### config.mk
export PLATFORM = sky130hd
export DESIGN_NAME = bal_cell
export DESIGN_NICKNAME = d
export VERILOG_FILES = /design/src/sv/bal_pkg.sv /design/src/sv/bal_cell.sv
export SDC_FILE = /design/constraint.sdc
export NUM_CORES = 1
export LEC_CHECK = 0
export BUFFER_PORTS_ARGS = -buffer_cell sky130_fd_sc_hd__buf_2
export CORE_MARGIN = 2
export CORE_UTILIZATION = 25
export DETAILED_ROUTE_END_ITERATION = 6
export PLACE_DENSITY = 0.67
export SYNTH_ARGS = -nofsm -noshare
export SYNTH_HDL_FRONTEND = slang
export SYNTH_SLANG_ARGS = --single-unit
export TNS_END_PERCENT = 50
### constraint.sdc
create_clock -name clk_i -period 3.2 [get_ports clk_i]
set_clock_uncertainty 0.05 [all_clocks]
set_input_delay 0.64 -clock clk_i [delete_from_list [all_inputs] [get_ports clk_i]]
set_output_delay 0.64 -clock clk_i [all_outputs]
set_load 0.01 [all_outputs]
### src/sv/bal_pkg.sv
// Shared types and constants of the bounded array list.
`timescale 1ns / 1ps
package bal_pkg;

  localparam int FuncW = 4;
  localparam int DataW = 32;
  localparam int PosW  = 7;
  localparam int OutW  = 8;

  localparam logic [OutW-1:0] NoIndex = 8'hFF;

  typedef logic [DataW-1:0] data_t;

  typedef enum logic [FuncW-1:0] {
    OP_INS_FIRST      = 4'd0,
    OP_INS_LAST       = 4'd1,
    OP_INS_AT         = 4'd2,
    OP_SEARCH         = 4'd3,
    OP_RM_FIRST       = 4'd4,
    OP_RM_LAST        = 4'd5,
    OP_RM_AT          = 4'd6,
    OP_RM_MATCH_FIRST = 4'd7,
    OP_RM_MATCH_LAST  = 4'd8,
    OP_RM_ALL         = 4'd9,
    OP_REPLACE        = 4'd10,
    OP_CLEAR          = 4'd11
  } func_e;

  typedef enum logic [1:0] {
    CMD_HOLD,
    CMD_LOAD,
    CMD_SHR,
    CMD_SHL
  } cmd_e;

  typedef struct packed {
    logic cmp;
    cmd_e cmd;
  } cell_ctl_t;

  typedef struct packed {
    logic            ok;
    logic            more;
    logic [OutW-1:0] found;
  } exec_res_t;

endpackage

### src/sv/bal_cell.sv
// One storage cell of the list: holds an element, shifts to either neighbour and compares.
`timescale 1ns / 1ps
module bal_cell (
  input  logic                clk_i,
  input  bal_pkg::cell_ctl_t  ctl_i,
  input  bal_pkg::data_t      left_i,
  input  bal_pkg::data_t      right_i,
  input  bal_pkg::data_t      load_i,
  input  bal_pkg::data_t      key_i,
  output bal_pkg::data_t      data_o,
  output logic                eq_o
);
  import bal_pkg::*;

  data_t data_q, data_d;
  logic  eq_q;

  always_comb begin
    unique case (ctl_i.cmd)
      CMD_HOLD: data_d = data_q;
      CMD_LOAD: data_d = load_i;
      CMD_SHR:  data_d = left_i;
      CMD_SHL:  data_d = right_i;
      default:  data_d = data_q;
    endcase
  end

  always_ff @(posedge clk_i) begin
    data_q <= data_d;
    if (ctl_i.cmp) begin
      eq_q <= (data_q == key_i);
    end
  end

  assign data_o = data_q;
  assign eq_o   = eq_q;

endmodule

Word level (Yosys, flattened, before mapping)
Index checks and enable logic that the tools add are counted.
Word-level totals
  bits in registers: 33
  logic and storage cells: 8
  output and inout port bits: 33
  input bits: 132
Cells by class
  reductions and logical operators: 1
  multiplexer cells: 1
  equality and inequality tests: 4
Operators with widths (count)
  32-bit one-hot mux with 3 select lines: 1
  32-bit equality test: 1
  2-bit equality test (second input constant): 2
  2-bit by 1-bit equality test with 1-bit output (second input constant): 1
  2-bit zero test: 1

Longest topological paths before layout
Gate-level depths: netlist of run 1.
  depth in word-level cells: 2
  depth in mapped cells: 4
  mapped depth without buffers: 4

Worst setup path before layout of run 1
No wires, ideal clock.
  path kind: input -> register
  start: input port ctl_i[0] (netlist bit)
  end: register data_q[0], in the netlist data_o[0], enable pin
  stages: 3
  required time: 2775 ps
  buffers on the path: 2
  arrival time: 1413 ps
  library setup time: 375 ps
  setup slack: 1362 ps
  cell sequence: buf_4 -> buf_6 -> or2_2
Between the ends
  longest elaborated chain between the ends: 1
Ends and longest elaborated chain
  start, declared: line bal_cell.sv:5  | input bal_pkg::cell_ctl_t ctl_i,
  2-bit zero test: line bal_cell.sv:19  | unique case (ctl_i.cmd)
  end signal, assigned: line bal_cell.sv:29  | data_q <= data_d;
  end, declared: line bal_cell.sv:15  | data_t data_q, data_d;
Every way passes these cells.
A chain may end at the register's enable or synchronous reset.

Worst setup path in the final report of run 1
  start: input port ctl_i[0] (netlist bit)
  end: register data_q[18], in the netlist data_o[18], data pin
Between the ends
  longest elaborated chain between the ends: 2
  elaborated cells between the ends (all ways): 4
  classes of those cells: eq/ne (3); mux (1)
Ends and longest elaborated chain (line)
  2-bit equality test or 2-bit by 1-bit equality test with 1-bit output (tied branches): bal_cell.sv:19
  32-bit one-hot mux with 3 select lines *: bal_cell.sv:19
  named net data_d[18]: bal_cell.sv:15
The timed path passes the listed nets; every way through them passes the cells marked *.

==> summary.md, run 1 <==
| Metric | Value |
|---|---|
| Status | `complete, no violations` |
| Global-route wire length before repair | `between 9000 and 10000 um` |
| DR WL/cell | `~14 um` |
| Layout cells sized above 1 | `49.86%` |
| Hold buffers post-CTS | `0` |
| Die Area | `between 0.008 and 0.009 sq mm` |
| Power Dens Cells | `approximately 410 mW/mm^2` |
| Worst skew pair latency | `around 0.28 ns` |
| Vias/cell | `4.388` |
| Unrepaired setup endpoints after global routing | `false` |
| Ports | `between 150 and 200` |
| Final TNS setup | `0 ns` |
| Critical Path AT | `~1.6 ns` |
| Longest Clk Path Bufs | `2` |
| Clock Pin Slew Worst Setup and Hold Paths | `0.07 ns` |
| DR iter-0 viols | `50` |
| Setup Crit Path Kind | `input pin to flip-flop` |
| Residual DRC count | `0` |
| FMAX | `601.7 MHz` |
| Final Hold Viols | `0` |
| Rel. slew slack | `a little under half` |
| Worst Tran Pin Value | `0.7903 ns` |
| Leakage | `approximately 0.0015 uW` |
| Area grow syn2layout | `49.44%` |
| Reg-to-Reg Start | `data_o[3]$_DFFE_PP_` |
| Finished Layout Cells | `about 450` |
| Synthesis Warnings | `0` |
| Mapped Area | `~0.0020 sq mm` |
| Hold_sp | `ctl_i[2]` |
| Synth top area share | `roughly half` |
| Endpoints failing setup | `0` |
| Root Driver | `clkbuf_8` |
| Setup repair bufs after CTS | `0` |
| Final WL | `6180 um` |
| Slew Viols, Final | `0` |
| Core area | `a little under 0.008 sq mm` |
| #FFs+latches synth | `33` |
| Mean Syn Cell Area | `around 11 sq um` |
| Fin crit period | `1.662 ns` |
| Die width | `93.82 um` |
| Global route total overflow | `0` |
| Max cap viols | `0` |
| Largest area contributor in the netlist | `edfxtp_1` |
| Yosys cell types | `12` |
| Final WS setup | `approximately 1.5 ns` |
| Final Cycle Share | `about half` |
| Max VDD drop | `about 0.00020 V` |
| Ant diodes | `0` |
| Vias | `roughly 2000` |
| Post-Place Cells | `441` |
| Buffers added on ports | `approximately 160` |
| Pre-CTS setup slack | `1.175 ns` |
| Sequential area share after synthesis | `between 40% and 50%` |
| Clock sink count | `33` |
| TritonCTS clock tree | `done` |
| Router iterations before antenna repair | `4` |
| CP max FO | `32` |
| Initial Util | `between 20% and 30%` |
| Gate Count Post-Synth | `between 150 and 200` |
| Die Ht | `approximately 94 um` |
| Crit end category | `flip-flop` |
| Nets@finish | `about 480` |
| DRT antenna net count | `0` |
| Tot Pwr | `roughly 1300 uW` |
| Largest net degree at the start of global routing | `between 60 and 70` |
| Syn Nets | `316` |
| Class of the tightest hold or removal check | `input pin to flip-flop` |
| Vias in the first global route | `~2000` |
| H-tree levels | `2` |
| Critical Path Start | `ctl_i[0]` |
| Standard-cell rows | `32` |
| DP Wirelength | `between 4000 and 5000 um` |
| Num CTS Buffers | `5` |
| Cts repair resizes | `0` |
| Initial antenna violation count | `0` |
| Final RePlAce weighted congestion | `between 0.7 and 0.8` |
| CP startpoint kind | `input pin` |
| Crit path required time | `3.16 ns` |
| GR Util All Layers | `13.33%` |
| Synth top area cells | `edfxtp_1, mux2i_1, xor2_1` |
| Final Util | `between 30% and 40%` |
state kept, by name, indices dropped and copies added, names as in the netlist:
signal / flops
eq_o: 1
data_o: 32
layout by cell type (no fill, tap or decap):
cell type and count:
buf_2 164, nor2_1 33, edfxtp_1 33, mux2i_1 32
a21oi_1 32, xor2_1 32, nor4_1 8, clkbuf_8 5
nand4_1 2, buf_4 2, or2_2 1, clkinv_1 1
bufinv_16 1, clkbuf_1 1
critical path, cell delays in order:
cell	delay [ns]
buf_2	0.08
buf_4	0.47
mux2i_1	0.32
a21oi_1	0.10
cells in the mapped netlist:
cell type,n
mux2i_1,32
or2_2,1
xor2_1,32
a21oi_1,32
clkbuf_1,3
buf_4,1
nor2_1,33
buf_6,3
buf_2,4
nand4_1,2
edfxtp_1,33
nor4_1,8
cell families after synthesis:
kind of cell / Yosys count / synth area share [%]
compound gates: 32 / 7.940
xor+xnor: 32 / 13.90
buf+inv: 11 / 3.598
flops: 33 / 49.13
mux: 32 / 15.88
simple gates: 44 / 9.554
cell type report:
class | instances | area [sq um]
fillers | 787 | 4753
flip-flops and latches | 33 | 991.0
multi-input cells | 140 | 953.4
repair buffers | 166 | 835.8
well taps | 102 | 127.6
clock buffers | 6 | 72.57
clock inverters | 2 | 33.78
through the flow:
| stage | hold WS [ns] | area, sq um |
|---|---|---|
| 5_1_grt | 0.5020 | 3014 |
| 3_3_place_gp | 0.7982 | 2908 |
| 4_1_cts | 0.4952 | 3014 |
| 6_report | 0.5123 | 3014 |
| 2_1_floorplan | 0.7025 | 2017 |
| 3_5_place_dp | 0.7962 | 2908 |
metal layers:
layer / track usage (%) / wire [um] / vias up
met1: 14.65 / 2368 / 883
met4: 2.899 / 33 / 0
met3: 2.729 / 479 / 5
met5: 0 / 0 / -
li1: - / - / 988
met2: 26.01 / 3298 / 94
worst paths after layout:
path              slack (ns)                    to  cells after the start
setup / recovery        1.54  data_o[18]$_DFFE_PP_                      4
hold / removal          0.51        eq_o$_DFFE_PP_                      1
setup reg to reg        1.59        eq_o$_DFFE_PP_                      4
hold reg to reg         0.80        eq_o$_DFFE_PP_                      4
power by group:
group | switching (uW) | leakage, uW | internal, uW
logic | 148 | 0.00109 | 151
registers | 35.4 | 0.000333 | 537
clock network | 149 | 0.0000528 | 230
Power figures use the tool's default switching activity.
==> run 2: changes to the inputs <==
Clock period 3.2 ns to 1.55 ns, I/O delays scaled along.
==> run 2 against run 1 <==
  * Worst hold slack lost 0.33 ns
  * Final cell count rose by 1.3%
  * Critical path depth grew 1
  * Wire length down 1.8%
  * Sequential share of layout area shrank 1.1 points
  * Global-route usage grew 0.13 points
  * Setup slack got worse by 1.5 ns
  * Die area stayed put
  * Power grew 110%
  * Non-clock buffer count rose by 6
  * Core utilization grew 1.3 points
  * Sequential cell count did not move
==> summary.md, run 2 (synthesized netlist as in run 1, its figures left out) <==
| Metric | Value |
|---|---|
| Slew Viols, Final | `0` |
| Ports | `approximately 170` |
| Root Driver | `clkbuf_8` |
| Vias | `1989` |
| Cell depth of the worst hold path | `1` |
| Reg-to-Reg Start | `data_o[10]$_DFFE_PP_` |
| Slowest cell on the critical path | `edfxtp_1` |
| Finished Layout Cells | `455` |
| Commonest non-fill, non-tap cell in the layout | `buf_2` |
| Final Hold Viols | `0` |
| CP max FO | `2` |
| Buffers added on ports | `164` |
| Layout cells sized above 1 | `between 50 and 60%` |
| Status | `complete, no violations` |
| Die Area | `~0.009 sq mm` |
| DR WL/cell | `around 13 um` |
| Worst R2R End | `eq_o$_DFFE_PP_` |
| Vias in the first global route | `approximately 1900` |
| Router iterations before antenna repair | `4` |
| Largest net degree at the start of global routing | `65` |
| DRT antenna net count | `0` |
| FMAX | `~670 MHz` |
| Die width | `between 90 and 100 um` |
| Max cap viols | `0` |
| Power Dens Cells | `between 800 and 900 mW/mm^2` |
| Area grow syn2layout | `54.47%` |
| Max reg flops | `32` |
| Leakage | `0.001521 uW` |
| Final Cycle Share | `around 96%` |
| Clock Pin Slew Worst Setup and Hold Paths | `roughly 0.07 ns` |
| Setup Crit Path Kind | `flip-flop to flip-flop` |
| GR Util All Layers | `approximately 13%` |
| Hold path endpoint | `eq_o$_DFFE_PP_` |
| Nets@finish | `484` |
| Setup repair bufs after CTS | `0` |
| DP Wirelength | `4929 um` |
| Worst path top cell family by delay | `simple AND/OR/NAND/NOR gates` |
| Clock sink count | `33` |
| Global route total overflow | `0` |
| Worst Tran Pin Value | `approximately 0.44 ns` |
| Worst Path Buf+Inv | `1` |
| Max VDD drop | `0.0003487 V` |
| Endpoints failing setup | `0` |
| Vias/cell | `between 4 and 5` |
| Max incr delay on CP | `roughly 0.4 ns` |
| Initial Util | `between 20% and 30%` |
| Post-Place Cells | `around 450` |
| Core area | `just under 0.008 sq mm` |
| Num CTS Buffers | `5` |
| Final TNS setup | `0 ns` |
| Final RePlAce weighted congestion | `0.7178` |
| Cells along the critical path | `xor2_1 -> nor4_2 -> buf_4 -> nand4_1 -> nor2_1` |
| TritonCTS clock tree | `done` |
| Ant diodes | `0` |
| DR iter-0 viols | `43` |
| Global-route wire length before repair | `just over 9000 um` |
| Final WL | `6070 um` |
| Die Ht | `93.82 um` |
| CP startpoint kind | `flip-flop` |
| Fill count | `around 790` |
| Fin crit period | `between 1 and 1.5 ns` |
| Hold_sp | `ctl_i[2]` |
| Unrepaired setup endpoints after global routing | `true` |
| Crit path required time | `roughly 1.6 ns` |
| Rel. slew slack | `a little over two thirds` |
| Crit end category | `flip-flop` |
| Longest Clk Path Bufs | `2` |
| Initial antenna violation count | `0` |
| Class of the tightest hold or removal check | `input pin to flip-flop` |
| Residual DRC count | `0` |
| Critical Path AT | `1.58 ns` |
| H-tree levels | `2` |
| Worst skew pair latency | `0.28 ns` |
| Worst R2R Setup Slack | `roughly 0.066 ns` |
| Standard-cell rows | `32` |
| Reg2Reg Depth | `5` |
| Commonest cells after routing, fill and taps aside | `buf_2, nor2_1, edfxtp_1` |
==> run 2: cell type report <==
type	count	area, sq um	area share, %
flip-flops and latches	33	991.0	31.81
multi-input cells	140	972.2	31.20
repair buffers	172	918.4	29.48
well taps	102	127.6	4.096
clock buffers	6	72.57	2.329
clock inverters	2	33.78	1.084
==> run 2: metal layers <==
| layer | global-route usage (%) | up-vias | share of wire, % |
|---|---|---|---|
| li1 | - | 995 | - |
| met1 | 14.26 | 886 | 36 |
| met2 | 25.71 | 101 | 54 |
| met3 | 3.772 | 7 | 9.8 |
| met4 | 3.744 | 0 | 0.97 |
| met5 | 0 | - | 0 |
==> run 2: report_power, final <==
group / internal [uW] / switching (uW)
logic: 337 / 321
clock network: 475 / 314
registers: 1110 / 68.6
total: 1920 / 704
==> run 2: per-stage QoR <==
stage	setup WS [ns]	utilization [%]	hold WS, ns	power [uW]	instance area (sq um)
finish	0.06565	40.11	0.1822	2623	3115
global route	-0.05324	40.11	0.1653	2772	3115
CTS	0.006649	40.11	0.1686	2667	3115
detailed placement	-0.1268	38.50	0.4667	1855	2990
global placement	-0.1884	38.50	0.4623	1839	2990
floorplan	0.04225	-	0.3725	1494	2017
==> run 2: worst max-delay path by stage <==
stage | slack (ns) | end | from | cells after the start
floorplan | 0.04 | data_o[0]$_DFFE_PP_ | ctl_i[0] | 3
global placement | -0.19 | eq_o$_DFFE_PP_ | data_o[25]$_DFFE_PP_ | 5
detailed placement | -0.13 | eq_o$_DFFE_PP_ | data_o[25]$_DFFE_PP_ | 5
CTS | 0.007 | eq_o$_DFFE_PP_ | data_o[10]$_DFFE_PP_ | 5
global route | -0.05 | eq_o$_DFFE_PP_ | data_o[2]$_DFFE_PP_ | 5
finish | 0.07 | eq_o$_DFFE_PP_ | data_o[10]$_DFFE_PP_ | 5
==> run 2: repair_timing <==
action                     4_1_cts  5_1_grt
pin swaps                        2        1
setup endpoints to repair        1        1
hold buffers                     0        0
resized for setup                3        0
==> run 3: changes to the inputs <==
==> constraint.sdc (replaced) <==
create_clock -name clk_i -period 1.55 [get_ports clk_i]
set_clock_uncertainty 0.05 [all_clocks]
set_input_delay 0.465 -clock clk_i [delete_from_list [all_inputs] [get_ports clk_i]]
set_output_delay 0.465 -clock clk_i [all_outputs]
set_load 0.01 [all_outputs]
==> run 3 against run 2 <==
  * Setup slack better by 0.061 ns
  * Wire length shrank 1.1%
  * Largest power group unchanged
  * Count of clock-buffer cells in the layout stayed put
==> summary.md, run 3 (synthesized netlist as in run 1, its figures left out) <==
| Metric | Value |
|---|---|
| Status | `complete, no violations` |
| Critical Path AT | `about 1.5 ns` |
| Die width | `about 94 um` |
| Reg2Reg Depth | `5` |
| H-tree levels | `2` |
| Leakage | `0.001518 uW` |
| Final Hold Viols | `0` |
| Die Ht | `~94 um` |
| Max reg flops | `32` |
| Layout cells sized above 1 | `about half` |
| Ant diodes | `0` |
| Commonest non-fill, non-tap cell in the layout | `buf_2` |
| Largest net degree at the start of global routing | `37` |
| Standard-cell rows | `32` |
| Class of the tightest hold or removal check | `input pin to flip-flop` |
| Switching pwr | `approximately 700 uW` |
| Setup Crit Path Kind | `flip-flop to flip-flop` |
| Worst Tran Pin Value | `0.4541 ns` |
| Residual DRC count | `0` |
| Clock Pin Slew Worst Setup and Hold Paths | `about 0.07 ns` |
| Final TNS setup | `0 ns` |
| DR WL/cell | `roughly 13 um` |
| Power Dens Cells | `approximately 840 mW/mm^2` |
| Hold buffers post-CTS | `0` |
| Router iterations before antenna repair | `4` |
| Max cap viols | `0` |
| Fill count | `between 700 and 800` |
| DP Wirelength | `around 4900 um` |
| Initial antenna violation count | `0` |
| Final Cycle Share | `~90%` |
| Vias in the first global route | `between 1500 and 2000` |
| Clock Power Share | `29.9%` |
| Root Driver | `clkbuf_8` |
| Global route total overflow | `0` |
| Num CTS Buffers | `5` |
| Clock sink count | `33` |
| Longest Clk Path Bufs | `2` |
| Final WL | `between 6000 and 7000 um` |
| Buffers added on ports | `between 150 and 200` |
| Die Area | `0.008802 sq mm` |
| Core area | `0.007767 sq mm` |
| Cell depth of the worst hold path | `1` |
| Internal power | `1918 uW` |
| Pre-CTS setup slack | `-0.2232 ns` |
| FMAX | `~700 MHz` |
| Rel. slew slack | `roughly 70%` |
| Slew Viols, Final | `0` |
| Combinational Power Share | `between 20% and 30%` |
| Commonest cells after routing, fill and taps aside | `buf_2, nor2_1, edfxtp_1` |
| Worst skew pair latency | `roughly 0.28 ns` |
| Fin crit period | `between 1 and 1.5 ns` |
| Post-Place Cell Area | `about 0.003 sq mm` |
| TritonCTS clock tree | `done` |
| CP max FO | `2` |
| Max VDD drop | `between 0.0004 and 0.0005 V` |
| Area grow syn2layout | `54.03%` |
| DR iter-0 viols | `27` |
| Design area | `between 0.003 and 0.004 sq mm` |
| GR Util All Layers | `roughly an eighth` |
| Crit end category | `flip-flop` |
| Final RePlAce weighted congestion | `between 0.7 and 0.8` |
| Vias/cell | `around 4.3` |
| Setup repair bufs after CTS | `0` |
| CP startpoint kind | `flip-flop` |
| Nets@finish | `485` |
| Endpoints failing setup | `0` |
| Initial Util | `25.97%` |
| Crit path required time | `between 1.5 and 2 ns` |
| Vias | `~2000` |
| Final WS setup | `~0.13 ns` |
| Global-route wire length before repair | `8756 um` |
| Sequential power share | `45.1%` |
| Unrepaired setup endpoints after global routing | `true` |
| DRT antenna net count | `0` |
| Ports | `165` |
| Switch share | `a little over a quarter` |
## run 3: cell type report
cell class                      count  area [sq um]  area share [%]
Multi-Input combinational cell    140         980.9           31.57
Timing Repair Buffer              173         900.9           29.00
Clock buffer                        6         72.57           2.336
Tap cell                          102         127.6           4.108
Sequential cell                    33         991.0           31.90
Clock inverter                      2         33.78           1.087
## run 3: metal layers
layer | GRT usage, % | wire, um | up-vias
li1 | - | - | 1003
met1 | 14.46 | 2310 | 865
met2 | 24.64 | 3114 | 104
met3 | 3.050 | 537 | 7
met4 | 3.382 | 42 | 0
met5 | 0 | 0 | -
## run 3: power groups by stage
| stage | Sequential, uW | Clock [uW] | Combinational [uW] |
|---|---|---|---|
| after floorplan | 1240 | 0 | 255 |
| after global placement | 1200 | 0 | 640 |
| after detailed placement | 1200 | 0 | 647 |
| after CTS | 1180 | 818 | 654 |
| after global routing | 1190 | 842 | 727 |
| final | 1180 | 782 | 655 |
## run 3: worst paths after layout
path,from,end,slack [ns]
max,data_o[25]$_DFFE_PP_,eq_o$_DFFE_PP_,0.13
min,ctl_i[2],eq_o$_DFFE_PP_,0.34
max reg2reg,data_o[25]$_DFFE_PP_,eq_o$_DFFE_PP_,0.13
min reg2reg,data_o[14]$_DFFE_PP_,eq_o$_DFFE_PP_,0.85
## run 3: per-stage QoR
stage,utilization [%],std cells,hold slack (ns),power (uW)
2_1_floorplan,-,184,0.5275,1495
3_3_place_gp,38.31,448,0.6272,1839
3_5_place_dp,38.31,448,0.6281,1850
4_1_cts,39.76,456,0.3296,2655
5_1_grt,40.00,456,0.3277,2762
6_report,40.00,456,0.3416,2618
## run 3: worst max-delay path, cell delays in order (launching register included)
cell      delay, ns
edfxtp_1       0.43
xor2_1         0.17
nor4_1         0.29
buf_4          0.17
nand4_1        0.07
nor2_1         0.11
## run 3: timing repair
item | 4_1_cts | 5_1_grt
gates resized for setup | 1 | 3
setup endpoints to repair | 1 | 1
pin swaps | 0 | 2
